File: src/design/eight_bit_cpu_execute_stage_core_defines.svh
// Assertion macros used by the execute stage top level.
// Depends on nothing; users must have clk and rst_n in scope.
`ifndef EIGHT_BIT_CPU_EXECUTE_STAGE_CORE_DEFINES_SVH
`define EIGHT_BIT_CPU_EXECUTE_STAGE_CORE_DEFINES_SVH

`ifndef NO_ASSERTIONS

// Checked only outside reset.
`define ECPU_ASSERT(lbl, prop, msg) \
  lbl: assert property (@(posedge clk) disable iff (!rst_n) prop) else $error(msg);

// Checked on every edge, reset included.
`define ECPU_ASSERT_ALWAYS(lbl, prop, msg) \
  lbl: assert property (@(posedge clk) prop) else $error(msg);

`else

`define ECPU_ASSERT(lbl, prop, msg)
`define ECPU_ASSERT_ALWAYS(lbl, prop, msg)

`endif

`endif

File: src/design/ecpu_pkg.sv
// Shared types and constants of the 8-bit execute stage.
// No dependencies; imported by ecpu_alu and the top level.
`timescale 1ns / 1ps

package ecpu_pkg;

  localparam int REG_COUNT  = 64;    // power of two; the index wraps by truncation
  localparam int DATA_DEPTH = 2048;
  localparam int FIELD_W    = 6;
  localparam int DATA_W     = 8;
  localparam int PC_W       = 16;
  localparam int FLAG_W     = 5;
  localparam int REG_AW     = $clog2(REG_COUNT);
  // Data addresses come from a 6-bit field, so only the low words are reachable.
  localparam int DM_WORDS   = (DATA_DEPTH < (1 << FIELD_W)) ? DATA_DEPTH : (1 << FIELD_W);
  localparam int DM_AW      = $clog2(DM_WORDS);
  localparam int IN_TDATA_W  = 32;
  localparam int OUT_TDATA_W = 32;

  localparam int FLG_C = 0;
  localparam int FLG_V = 1;
  localparam int FLG_N = 2;
  localparam int FLG_S = 3;
  localparam int FLG_Z = 4;

  typedef enum logic [3:0] {
    OP_ADD  = 4'd0,
    OP_SUB  = 4'd1,
    OP_MUL  = 4'd2,
    OP_MOVI = 4'd3,
    OP_BEQZ = 4'd4,
    OP_ANDI = 4'd5,
    OP_EOR  = 4'd6,
    OP_BR   = 4'd7,
    OP_SAL  = 4'd8,
    OP_SAR  = 4'd9,
    OP_LDR  = 4'd10,
    OP_STR  = 4'd11
  } opcode_t;

  typedef struct packed {
    logic              wr;
    logic              mw;
    logic [DATA_W-1:0] val;
    logic [FLAG_W-1:0] flags;
    logic              redir;
    logic [PC_W-1:0]   target;
  } exec_res_t;

endpackage

File: src/design/ecpu_alu.sv
// Combinational execute unit: operation, flag update and branch target.
// Depends on ecpu_pkg for the opcode type and the result struct.
`timescale 1ns / 1ps

module ecpu_alu (
  input  logic [3:0]                 func,
  input  logic [ecpu_pkg::DATA_W-1:0]  opa,
  input  logic [ecpu_pkg::DATA_W-1:0]  opb,
  input  logic [ecpu_pkg::DATA_W-1:0]  ld_data,
  input  logic [ecpu_pkg::FIELD_W-1:0] field_b,
  input  logic [ecpu_pkg::PC_W-1:0]    pc,
  input  logic [ecpu_pkg::FLAG_W-1:0]  flags_in,
  output ecpu_pkg::exec_res_t          res
);
  import ecpu_pkg::*;

  logic [DATA_W:0]     sum;
  logic [DATA_W-1:0]   diff;
  logic [2*DATA_W-1:0] prod;
  logic [DATA_W-1:0]   imm8;
  logic [PC_W-1:0]     off16;
  logic                big_shift;
  logic [DATA_W-1:0]   sal_val;
  logic [DATA_W-1:0]   sar_val;
  logic [DATA_W-1:0]   r;
  logic                nz_upd;
  logic                vs_upd;
  logic                v_bit;

  assign sum   = {1'b0, opa} + {1'b0, opb};
  assign diff  = opa - opb;
  assign prod  = opa * opb;
  assign imm8  = {{(DATA_W-FIELD_W){field_b[FIELD_W-1]}}, field_b};
  assign off16 = {{(PC_W-FIELD_W){field_b[FIELD_W-1]}}, field_b};

  // Shift amounts of eight or more flush the byte; an arithmetic shift by
  // seven already leaves only sign bits.
  assign big_shift = |field_b[FIELD_W-1:3];
  assign sal_val   = big_shift ? '0 : (opa << field_b[2:0]);
  assign sar_val   = DATA_W'($signed(opa) >>> (big_shift ? 3'd7 : field_b[2:0]));

  always_comb begin
    res    = '0;
    res.flags = flags_in;
    r      = '0;
    nz_upd = 1'b0;
    vs_upd = 1'b0;
    v_bit  = 1'b0;
    case (opcode_t'(func))
      OP_ADD: begin
        r      = sum[DATA_W-1:0];
        res.wr = 1'b1;
        nz_upd = 1'b1;
        vs_upd = 1'b1;
        res.flags[FLG_C] = sum[DATA_W];
        v_bit  = ~(opa[DATA_W-1] ^ opb[DATA_W-1]) & (opa[DATA_W-1] ^ r[DATA_W-1]);
      end
      OP_SUB: begin
        r      = diff;
        res.wr = 1'b1;
        nz_upd = 1'b1;
        vs_upd = 1'b1;
        v_bit  = (opa[DATA_W-1] ^ opb[DATA_W-1]) & (opa[DATA_W-1] ^ r[DATA_W-1]);
      end
      OP_MUL: begin
        r      = prod[DATA_W-1:0];
        res.wr = 1'b1;
        nz_upd = 1'b1;
      end
      OP_MOVI: begin
        r      = imm8;
        res.wr = 1'b1;
      end
      OP_BEQZ: begin
        if (opa == '0) begin
          res.redir  = 1'b1;
          res.target = pc + PC_W'(1) + off16;
        end
      end
      OP_ANDI: begin
        r      = opa & imm8;
        res.wr = 1'b1;
        nz_upd = 1'b1;
      end
      OP_EOR: begin
        r      = opa ^ opb;
        res.wr = 1'b1;
        nz_upd = 1'b1;
      end
      OP_BR: begin
        res.redir  = 1'b1;
        res.target = {opa, opb};
      end
      OP_SAL: begin
        r      = sal_val;
        res.wr = 1'b1;
        nz_upd = 1'b1;
      end
      OP_SAR: begin
        r      = sar_val;
        res.wr = 1'b1;
        nz_upd = 1'b1;
      end
      OP_LDR: begin
        r      = ld_data;
        res.wr = 1'b1;
      end
      OP_STR: begin
        r      = opa;
        res.mw = 1'b1;
      end
      default: begin
        r = '0;
      end
    endcase

    if (nz_upd) begin
      res.flags[FLG_N] = r[DATA_W-1];
      res.flags[FLG_Z] = (r == '0);
    end
    // S follows the N value that this same instruction produced.
    if (vs_upd) begin
      res.flags[FLG_V] = v_bit;
      res.flags[FLG_S] = res.flags[FLG_N] ^ v_bit;
    end
    res.val = (res.wr | res.mw) ? r : '0;
  end

endmodule

File: src/design/eight_bit_cpu_execute_stage_core.sv
// Top level of the 8-bit execute stage: register file and data store
// memories, operand bypass, stream handshake and output register.
// Depends on ecpu_pkg, ecpu_alu and eight_bit_cpu_execute_stage_core_defines.svh.
// Pipeline: an accepted input beat is held in the execute stage registers, then its result in the output register.
// Throughput: one instruction per cycle unless the output stalls; the register file's two read ports
//   and the data store's read port are read as the beat is accepted, and the
//   last write is forwarded so back-to-back dependences cost nothing.
// Reset: synchronous, active low; clears the pipeline valids, the flags and
//   the per-entry valid bits, so registers and data words read zero until written.
`timescale 1ns / 1ps

`include "eight_bit_cpu_execute_stage_core_defines.svh"

module eight_bit_cpu_execute_stage_core (
  input  logic                                clk,
  input  logic                                rst_n,
  input  logic                                in_tvalid,
  output logic                                in_tready,
  // func[3:0], reg_a[9:4], field_b[15:10], instr_addr[31:16]
  input  logic [ecpu_pkg::IN_TDATA_W-1:0]     in_tdata,
  output logic                                out_tvalid,
  input  logic                                out_tready,
  // reg_written[0], written_value[8:1], mem_written[9], status[14:10],
  // redirect[15], target_pc[31:16]
  output logic [ecpu_pkg::OUT_TDATA_W-1:0]    out_tdata
);
  import ecpu_pkg::*;

  // Input unpacking.
  logic [3:0]         in_func;
  logic [FIELD_W-1:0] in_ra;
  logic [FIELD_W-1:0] in_fb;
  logic [PC_W-1:0]    in_pc;

  assign in_func = in_tdata[3:0];
  assign in_ra   = in_tdata[9:4];
  assign in_fb   = in_tdata[15:10];
  assign in_pc   = in_tdata[31:16];

  logic in_fire;
  logic commit;

  // Execute stage registers.
  logic               s1_v_r, s1_v_nxt;
  logic [3:0]         s1_func_r;
  logic [FIELD_W-1:0] s1_ra_r;
  logic [FIELD_W-1:0] s1_fb_r;
  logic [PC_W-1:0]    s1_pc_r;

  // Memories and their registered read data.
  logic [DATA_W-1:0] rf_mem [REG_COUNT];
  logic [DATA_W-1:0] dm_mem [DM_WORDS];
  logic [DATA_W-1:0] rf_rd_a_r;
  logic [DATA_W-1:0] rf_rd_b_r;
  logic [DATA_W-1:0] dm_rd_r;
  logic [REG_COUNT-1:0] rf_vld_r;
  logic [DM_WORDS-1:0]  dm_vld_r;

  // Most recent write to each memory.
  logic              byp_rf_v_r;
  logic [REG_AW-1:0] byp_rf_addr_r;
  logic [DATA_W-1:0] byp_rf_data_r;
  logic              byp_dm_v_r;
  logic [DM_AW-1:0]  byp_dm_addr_r;
  logic [DATA_W-1:0] byp_dm_data_r;

  logic [FLAG_W-1:0] status_r;

  logic                   out_valid_r, out_valid_nxt;
  logic [OUT_TDATA_W-1:0] out_data_r;

  logic [REG_AW-1:0] s1_ia;
  logic [REG_AW-1:0] s1_ib;
  logic [DM_AW-1:0]  s1_ma;
  logic [DATA_W-1:0] opa;
  logic [DATA_W-1:0] opb;
  logic [DATA_W-1:0] ld_data;
  exec_res_t         res;

  assign commit    = s1_v_r & (~out_valid_r | out_tready);
  assign in_tready = ~s1_v_r | commit;
  assign in_fire   = in_tvalid & in_tready;

  assign s1_v_nxt      = in_fire ? 1'b1 : (commit ? 1'b0 : s1_v_r);
  assign out_valid_nxt = commit ? 1'b1 : (out_tready ? 1'b0 : out_valid_r);

  assign s1_ia = s1_ra_r[REG_AW-1:0];
  assign s1_ib = s1_fb_r[REG_AW-1:0];
  assign s1_ma = s1_fb_r[DM_AW-1:0];

  // The read was issued when the beat was accepted; a write committed on that
  // same edge is not in the read data, so the last write is forwarded.
  always_comb begin
    if (byp_rf_v_r && byp_rf_addr_r == s1_ia) begin
      opa = byp_rf_data_r;
    end else if (rf_vld_r[s1_ia]) begin
      opa = rf_rd_a_r;
    end else begin
      opa = '0;
    end
    if (byp_rf_v_r && byp_rf_addr_r == s1_ib) begin
      opb = byp_rf_data_r;
    end else if (rf_vld_r[s1_ib]) begin
      opb = rf_rd_b_r;
    end else begin
      opb = '0;
    end
    if (byp_dm_v_r && byp_dm_addr_r == s1_ma) begin
      ld_data = byp_dm_data_r;
    end else if (dm_vld_r[s1_ma]) begin
      ld_data = dm_rd_r;
    end else begin
      ld_data = '0;
    end
  end

  ecpu_alu u_alu (
    .func     (s1_func_r),
    .opa      (opa),
    .opb      (opb),
    .ld_data  (ld_data),
    .field_b  (s1_fb_r),
    .pc       (s1_pc_r),
    .flags_in (status_r),
    .res      (res)
  );

  // Memory arrays: reads on accept, writes on commit.
  always_ff @(posedge clk) begin
    if (in_fire) begin
      rf_rd_a_r <= rf_mem[in_ra[REG_AW-1:0]];
      rf_rd_b_r <= rf_mem[in_fb[REG_AW-1:0]];
      dm_rd_r   <= dm_mem[in_fb[DM_AW-1:0]];
    end
    if (commit && res.wr) begin
      rf_mem[s1_ia] <= res.val;
    end
    if (commit && res.mw) begin
      dm_mem[s1_ma] <= res.val;
    end
  end

  // Payload registers.
  always_ff @(posedge clk) begin
    if (in_fire) begin
      s1_func_r <= in_func;
      s1_ra_r   <= in_ra;
      s1_fb_r   <= in_fb;
      s1_pc_r   <= in_pc;
    end
    if (commit) begin
      out_data_r <= {res.target, res.redir, res.flags, res.mw, res.val, res.wr};
    end
    if (commit && res.wr) begin
      byp_rf_addr_r <= s1_ia;
      byp_rf_data_r <= res.val;
    end
    if (commit && res.mw) begin
      byp_dm_addr_r <= s1_ma;
      byp_dm_data_r <= res.val;
    end
  end

  // Control state.
  always_ff @(posedge clk) begin
    if (!rst_n) begin
      s1_v_r      <= 1'b0;
      out_valid_r <= 1'b0;
      status_r    <= '0;
      rf_vld_r    <= '0;
      dm_vld_r    <= '0;
      byp_rf_v_r  <= 1'b0;
      byp_dm_v_r  <= 1'b0;
    end else begin
      s1_v_r      <= s1_v_nxt;
      out_valid_r <= out_valid_nxt;
      if (commit) begin
        status_r <= res.flags;
      end
      if (commit && res.wr) begin
        rf_vld_r[s1_ia] <= 1'b1;
        byp_rf_v_r      <= 1'b1;
      end
      if (commit && res.mw) begin
        dm_vld_r[s1_ma] <= 1'b1;
        byp_dm_v_r      <= 1'b1;
      end
    end
  end

  assign out_tvalid = out_valid_r;
  assign out_tdata  = out_data_r;

  `ECPU_ASSERT(a_rf_vld_after_wr, commit && res.wr |=> rf_vld_r[$past(s1_ia)], "register write did not mark its entry valid")
  `ECPU_ASSERT(a_flags_hold, !commit |=> $stable(status_r), "flags changed without a committed instruction")
  `ECPU_ASSERT(a_no_redirect_zero_pc, out_valid_r && !out_data_r[15] |-> out_data_r[31:16] == '0, "target_pc nonzero without redirect")
  `ECPU_ASSERT(a_idle_value_zero, out_valid_r && !out_data_r[0] && !out_data_r[9] |-> out_data_r[8:1] == '0, "written_value nonzero with no write")
  `ECPU_ASSERT_ALWAYS(a_reset_clears_out, !rst_n |=> !out_tvalid && !s1_v_r, "pipeline not empty after reset")

endmodule

File: config.mk
export PLATFORM = sky130hd
export DESIGN_NAME = eight_bit_cpu_execute_stage_core
export DESIGN_NICKNAME = d
export VERILOG_FILES = /design/src/design/ecpu_pkg.sv /design/src/design/ecpu_alu.sv /design/src/design/eight_bit_cpu_execute_stage_core.sv
export VERILOG_INCLUDE_DIRS = /design/src /design/src/design
export SDC_FILE = /design/constraint.sdc
export NUM_CORES = 2
export LEC_CHECK = 0
export BUFFER_PORTS_ARGS = -buffer_cell sky130_fd_sc_hd__buf_2
export CAP_MARGIN = 25
export CORE_ASPECT_RATIO = 0.7
export CORE_UTILIZATION = 50
export CTS_BUF_LIST = sky130_fd_sc_hd__clkbuf_4
export CTS_CLUSTER_SIZE = 25
export DETAILED_ROUTE_END_ITERATION = 8
export HOLD_SLACK_MARGIN = 0.06
export MAX_ROUTING_LAYER = met4
export PLACE_DENSITY_LB_ADDON = 0.08
export SLEW_MARGIN = 10
export SYNTH_ARGS = -nofsm -noshare
export SYNTH_HDL_FRONTEND = slang
export SYNTH_SLANG_ARGS = --single-unit
File: constraint.sdc
create_clock -name clk -period 12.6 [get_ports clk]
set_input_delay 1.89 -clock clk [delete_from_list [all_inputs] [get_ports clk]]
set_output_delay 1.89 -clock clk [all_outputs]
set_load 0.03 [all_outputs]
# Word-level counts from Yosys, hierarchy flattened
# Memory sizes are Yosys's and may differ from the RTL's. A register that Yosys moved wholly into a read port is not among the register bits.
# Index checks and enable logic that the tools add are counted.
dict set report totals {
  regBits 229
  ram_bits 1024
  elab_cells 117
  memories 2
}
dict set report op_classes {
  add_sub_neg 4
  n_mul 1
  magnitude_cmp 4
  eq_ne 14
  shifts 2
  n_mux 40
  bitwise_logic 18
  n_reduce_logical 16
}
# name words word_bits read_ports rd_clocked_by_memory_dff write_ports line_no
set memory_table {}
lappend memory_table {dm_mem 64 8 1 1 1 eight_bit_cpu_execute_stage_core.sv:52} ;# logic [DATA_W-1:0] dm_mem [DM_WORDS];
lappend memory_table {rf_mem 64 8 2 2 1 eight_bit_cpu_execute_stage_core.sv:51} ;# logic [DATA_W-1:0] rf_mem [REG_COUNT];
# op n
set ops {}
lappend ops {{64-bit OR} 2}
lappend ops {{8-bit one-hot mux with 10 select lines} 1}
lappend ops {{8-bit 2-to-1 mux} 8}
lappend ops {{17-bit one-hot mux with 2 select lines} 1}
lappend ops {{1-bit 2-to-1 mux} 22}
lappend ops {{1-bit binary-select mux with 6-bit select} 3}
lappend ops {{6-bit == test} 3}
lappend ops {{17-bit 2-to-1 mux} 1}
lappend ops {{16-bit by 1-bit adder with 16-bit output (second input constant)} 1}
lappend ops {{16-bit adder} 1}
lappend ops {{4-bit by 3-bit == test with 1-bit output (second input constant)} 4}
lappend ops {{4-bit == test (second input constant)} 4}
lappend ops {{8-bit zero test} 2}
lappend ops {{6-bit by 7-bit less-than comparator with 1-bit output (second input constant)} 2}
lappend ops {{1-bit demux with 6-bit select} 2}
lappend ops {{6-bit by 1-bit >= comparator with 1-bit output (second input constant)} 2}
lappend ops {{8-bit by 8-bit adder with 9-bit output} 1}
lappend ops {{9-bit OR reduction} 1}
lappend ops {{8-bit AND} 1}
lappend ops {{4-bit by 2-bit == test with 1-bit output (second input constant)} 2}
lappend ops {{8-bit by 8-bit multiplier with 8-bit output} 1}
lappend ops {{8-bit by 3-bit << shifter with 8-bit output} 1}
lappend ops {{8-bit by 3-bit >>> shifter with 8-bit output} 1}
lappend ops {{8-bit subtractor} 1}
lappend ops {{other kinds (14)} 31}

# Longest topological paths before layout
dict set report logic_depth {
  word_depth 10
  ltp_mapped 29
  depth_no_buf 26
}

# Cells and area by module
# From an unflattened synthesis, not the netlist that was laid out.
dict set report hier_totals {
  cells_unflattened 3177
  area_unflattened_um2 56975.9
}
# mod instances cells_each area_per_inst_um2 seq_area_each_um2
set modules_own_cells {}
lappend modules_own_cells {eight_bit_cpu_execute_stage_core 1 2647 53197.3 36975.5}
lappend modules_own_cells {ecpu_alu 1 530 3778.6 0.0}

# Worst setup path after synthesis
# Ideal clock, no wire load.
dict set report synth_timing {
  kind {flip-flop to flip-flop}
  startpoint {register s1_ra_r[2], in the netlist s1_ia[2]}
  endpoint {register byp_dm_data_r[1] (data pin)}
  arrival_ps 7795
  path_slack_ps 3546
  path_stages_with_launch 13
  n_path_buf 2
  path_cell_list {edfxtp_1 > buf_2 > or3b_1 > a21oi_1 > a211oi_1 > a2111oi_4 > nor4_4 > buf_6 > o21ai_2 > inv_1 > o21ai_0 > o21ai_0 > o31ai_1}
}
# item line_no
set synth_lines {}
lappend synth_lines {{start, declared} eight_bit_cpu_execute_stage_core.sv:46} ;# logic [FIELD_W-1:0] s1_ra_r;
lappend synth_lines {{start signal, assigned} eight_bit_cpu_execute_stage_core.sv:147} ;# s1_ra_r <= in_ra;
lappend synth_lines {{end signal, assigned} eight_bit_cpu_execute_stage_core.sv:160} ;# byp_dm_data_r <= res.val;
lappend synth_lines {{end, declared} eight_bit_cpu_execute_stage_core.sv:65} ;# logic [DATA_W-1:0] byp_dm_data_r;

==> metrics.txt <==
# TYPE chip_impl_metric gauge
chip_impl_metric{name="critical_path_arrival",unit="ns"} 9.59
chip_impl_metric{name="initial_utilization",unit=""} 0.508
chip_impl_metric{name="cts.hold.buffers_added",unit=""} 0
chip_impl_metric{name="overall_power_after_layout",unit="uW"} 9050
chip_impl_metric{name="yosys_register_bits",unit=""} 1277
chip_impl_info{name="end_kind",value="register"} 1
chip_impl_metric{name="drt_via_density",unit=""} 6.40
chip_impl_metric{name="final_period_util",unit=""} 0.692
chip_impl_metric{name="cts_buffers",unit=""} 325
chip_impl_metric{name="synth_edf_count",unit=""} 1140
chip_impl_metric{name="chipHeight",unit="um"} 283
chip_impl_metric{name="clock-skew-final",unit="ns"} 0.119
chip_impl_metric{name="seq_area",unit="sq um"} 37000
chip_impl_metric{name="multi_input_area",unit="sq um"} 18600
chip_impl_metric{name="grt_start_max_net_pins",unit=""} 102
chip_impl_metric{name="synth_warnings",unit=""} 0
chip_impl_metric{name="total_leakage_power",unit="uW"} 0.0212
chip_impl_metric{name="fp.dieArea",unit="sq um"} 114000
chip_impl_metric{name="critical_path_required",unit="ns"} 13.47
chip_impl_metric{name="achievable-frequency",unit="MHz"} 115
chip_impl_metric{name="critical_path.max_fanout",unit=""} 81
chip_impl_info{name="class_of_the_tightest_hold_or_removal_check",value="reg -> reg"} 1
chip_impl_metric{name="power_density",unit="nW/um^2"} 143
chip_impl_info{name="status",value="completed"} 1
chip_impl_metric{name="worst_slew_pin_slew",unit="ns"} 1.12
chip_impl_metric{name="slew_headroom",unit=""} 0.254
chip_impl_metric{name="placed_cells_incl_taps",unit=""} 4732
chip_impl_metric{name="drt_drc_violations_left",unit=""} 0
chip_impl_metric{name="drv_cap",unit=""} 0
chip_impl_info{name="crit_path_start_kind",value="register"} 1
chip_impl_info{name="netlist.top_cell.by_area",value="edfxtp_1"} 1
chip_impl_info{name="tritoncts",value="built"} 1
chip_impl_metric{name="gp_congestion",unit=""} 0.942
chip_impl_info{name="post_synth_main_area_contributors",value="edfxtp_1 61%, mux4_2 21%, dfxtp_1 4.8%, nor2_1 3.0%, ha_1 1.0%"} 1
chip_impl_metric{name="area_overhead_of_the_layout_relative_to_synthesis",unit="%"} 12.1
chip_impl_info{name="startpoint",value="s1_ia[2]"} 1
chip_impl_info{name="grt_setup_unrepaired",value="false"} 1
chip_impl_metric{name="num-fill-cells",unit=""} 8633
chip_impl_metric{name="io_pins",unit=""} 70
chip_impl_info{name="hp-start",value="dm_vld_r[54]"} 1
chip_impl_metric{name="setup_violations",unit=""} 0
chip_impl_metric{name="cts_num_sinks",unit=""} 1277
chip_impl_metric{name="ys_async_sr_fraction",unit=""} 0
chip_impl_metric{name="finalHoldViolations",unit=""} 0
chip_impl_metric{name="ir_drop",unit="uV"} 102
chip_impl_metric{name="post_cts.repair.setup_buffers",unit=""} 0
chip_impl_metric{name="timing.final.crit_period",unit="ns"} 8.72
chip_impl_metric{name="antenna_found_initial",unit=""} 9
chip_impl_metric{name="netlist.area_leader.share",unit=""} 0.605
chip_impl_metric{name="grt_first_pass_wirelength",unit="um"} 239000
chip_impl_metric{name="groute.usage.overall",unit=""} 0.300
chip_impl_metric{name="final_max_slew_viol_count",unit=""} 0
chip_impl_info{name="rr_startpoint",value="s1_ia[2]"} 1
chip_impl_metric{name="globalRoute.totalOverflow",unit=""} 0
chip_impl_metric{name="drt_iter0_drc",unit=""} 4122
chip_impl_metric{name="mappedNetlistArea",unit="sq um"} 56600
chip_impl_metric{name="cts-resized-gates",unit=""} 0
chip_impl_metric{name="core_area",unit="sq um"} 111000
chip_impl_metric{name="setup_tns",unit="ns"} 0
chip_impl_info{name="clockRootBuffer",value="clkbuf_4"} 1
chip_impl_metric{name="post_cts_clock_slew_at_the_launch_and_capture_registers_of_the_worst_setup_and_hold_paths",unit="ns"} 0.08
chip_impl_metric{name="vias_in_the_first_global_route",unit=""} 34200
chip_impl_metric{name="dieWidth",unit="um"} 404
chip_impl_metric{name="placement_rows",unit=""} 102
chip_impl_metric{name="final_layout_size_suffix_gt1_frac",unit=""} 0.341
chip_impl_metric{name="mappedNetlistNets",unit=""} 3303
chip_impl_metric{name="post_synth.cell_area_avg",unit="sq um"} 17.6
chip_impl_metric{name="h-tree-depth",unit=""} 5
chip_impl_metric{name="postRouteAntennaNets",unit=""} 0
chip_impl_metric{name="final_cell_count_no_fill",unit=""} 5303
chip_impl_metric{name="firstDrtPassIters",unit=""} 6
chip_impl_metric{name="postRouteWirelength",unit="um"} 165000
chip_impl_metric{name="max-clock-path-buffers",unit=""} 4
chip_impl_metric{name="sequential_to_total_area_share_from_yosys_stat",unit=""} 0.654
chip_impl_metric{name="wire_per_inst",unit="um"} 31.1
chip_impl_metric{name="clock_insertion_delay_worst_skew",unit="ns"} 1.28
chip_impl_metric{name="io_buffers",unit=""} 69
chip_impl_metric{name="layout.nets",unit=""} 3667
chip_impl_metric{name="dp_hpwl",unit="um"} 107000
chip_impl_info{name="top_reg_cell_synth",value="edfxtp_1"} 1
chip_impl_info{name="worst-setup-path-type",value="reg -> reg"} 1
chip_impl_metric{name="netlist_instances",unit=""} 3206
chip_impl_metric{name="synth_cell_type_count",unit=""} 81
chip_impl_metric{name="detailroute.via_count",unit=""} 33900
[power breakdown]
group          total, uW  switching, uW  leakage, uW  internal, uW
sequential          4760           22.4       0.0116          4740
combinational        828            548      0.00721           280
clock               3470           1670      0.00237          1800
[worst paths after layout]
| kind | end | slack, ns | cells past startpoint |
|---|---|---|---|
| worst max-delay path | dm_mem[53][7] | 3.88 | 23 |
| worst min-delay path | dm_vld_r[54] | 0.47 | 2 |
| worst max register to register | dm_mem[53][7] | 3.88 | 23 |
| worst min register to register | dm_vld_r[54] | 0.47 | 2 |
[cell families (layout without fill, tap and decap cells)]
family,count (synthesis),in the layout,share of synthesized area
other cells,0,11,0
simple gates,727,727,0.0550
mux,566,566,0.215
xor+xnor,43,43,0.00690
buf+inv,250,828,0.0176
fa+ha+maj,61,61,0.0155
compound gates,282,282,0.0363
flops,1277,1277,0.654
[area by class of cell]
type / count / area share
well taps: 1508 / 0.0298
multi-input cells: 1679 / 0.294
clock buffers: 483 / 0.0572
flip-flops and latches: 1277 / 0.583
inverters: 59 / 0.00361
diodes: 11 / 0.000434
repair buffers: 228 / 0.0270
clock inverters: 58 / 0.00482
[layer usage]
layer | share of wire | global-route usage | wire (um)
met2 | 0.44 | 0.406 | 72000
met3 | 0.11 | 0.0758 | 18300
met5 | 0 | - | 0
met1 | 0.43 | 0.454 | 71700
met4 | 0.018 | 0.0777 | 2960
[sequential cells by signal, indices dropped and copies added (netlist names)]
name / cells
byp_rf_addr_r: 6
s1_func_r: 4
byp_rf_v_r: 1
out_tdata: 32
byp_rf_data_r: 8
rf_mem: 512
s1_fb_r: 6
byp_dm_data_r: 8
out_tvalid: 1
s1_ia: 6
dm_mem: 512
byp_dm_v_r: 1
dm_vld_r: 64
rf_vld_r: 64
s1_v_r: 1
dm_rd_r: 8
byp_dm_addr_r: 6
status_r: 5
s1_pc_r: 16
rf_rd_a_r: 8
rf_rd_b_r: 8
[placed cells by master, fill, tap and decap left out, types with 22 or more instances in the layout]
cell type / Yosys / final
a21oi_1: 39 / 39
nor2_1: 451 / 449
o22ai_1: 24 / 24
inv_1: 56 / 53
edfxtp_1: 1140 / 1140
buf_4: 1 / 147
nor2b_1: 22 / 22
a221oi_1: 29 / 29
ha_1: 46 / 46
dfxtp_1: 137 / 137
o21ai_0: 40 / 40
xnor2_1: 30 / 30
buf_2: 14 / 63
nand2_1: 128 / 127
nand3_1: 27 / 27
mux4_2: 516 / 516
clkbuf_4: 0 / 483
clkinv_1: 0 / 45
mux2i_1: 32 / 32
[through the flow]
step           setup WS (ns)  utilization  area, sq um  hold slack [ns]
2_1_floorplan           3.55            -        56600            0.424
3_3_place_gp            4.10        0.529        58900            0.444
3_5_place_dp            3.91        0.532        59200            0.456
4_1_cts                 3.88        0.567        63200            0.471
5_1_grt                 3.55        0.569        63400            0.495
6_report                3.88        0.569        63400            0.471
[cell usage after synthesis, drive strengths merged, types with 22 or more instances]
cell    instances
mux4          516
a21oi          39
dfxtp         137
clkbuf        123
nand3          27
nor2b          22
xnor2          30
buf            68
nor2          451
edfxtp       1140
nand2         128
inv            59
ha             46
a221oi         30
o22ai          24
o21ai          55
mux2i          33
[critical path, cell delays in order (launching register included)]
cell and delay [ns]:
edfxtp_1 0.87, inv_1 0.40, a221oi_1 0.33, o221ai_1 0.18, o2111a_1 0.24, nor4_4 0.83
o21ai_2 0.35, ha_1 0.33, fa_1 0.45, fa_1 0.46, ha_1 0.28, inv_1 0.05
fa_1 0.47, inv_1 0.04, ha_1 0.31, a21o_1 0.17, a21oi_1 0.16, xnor2_1 0.23
xnor2_1 0.21, xnor3_1 0.40, xnor2_1 0.15, a21boi_1 0.13, inv_4 0.41, buf_4 0.72
Note: power is estimated with default switching activity, not from simulation.
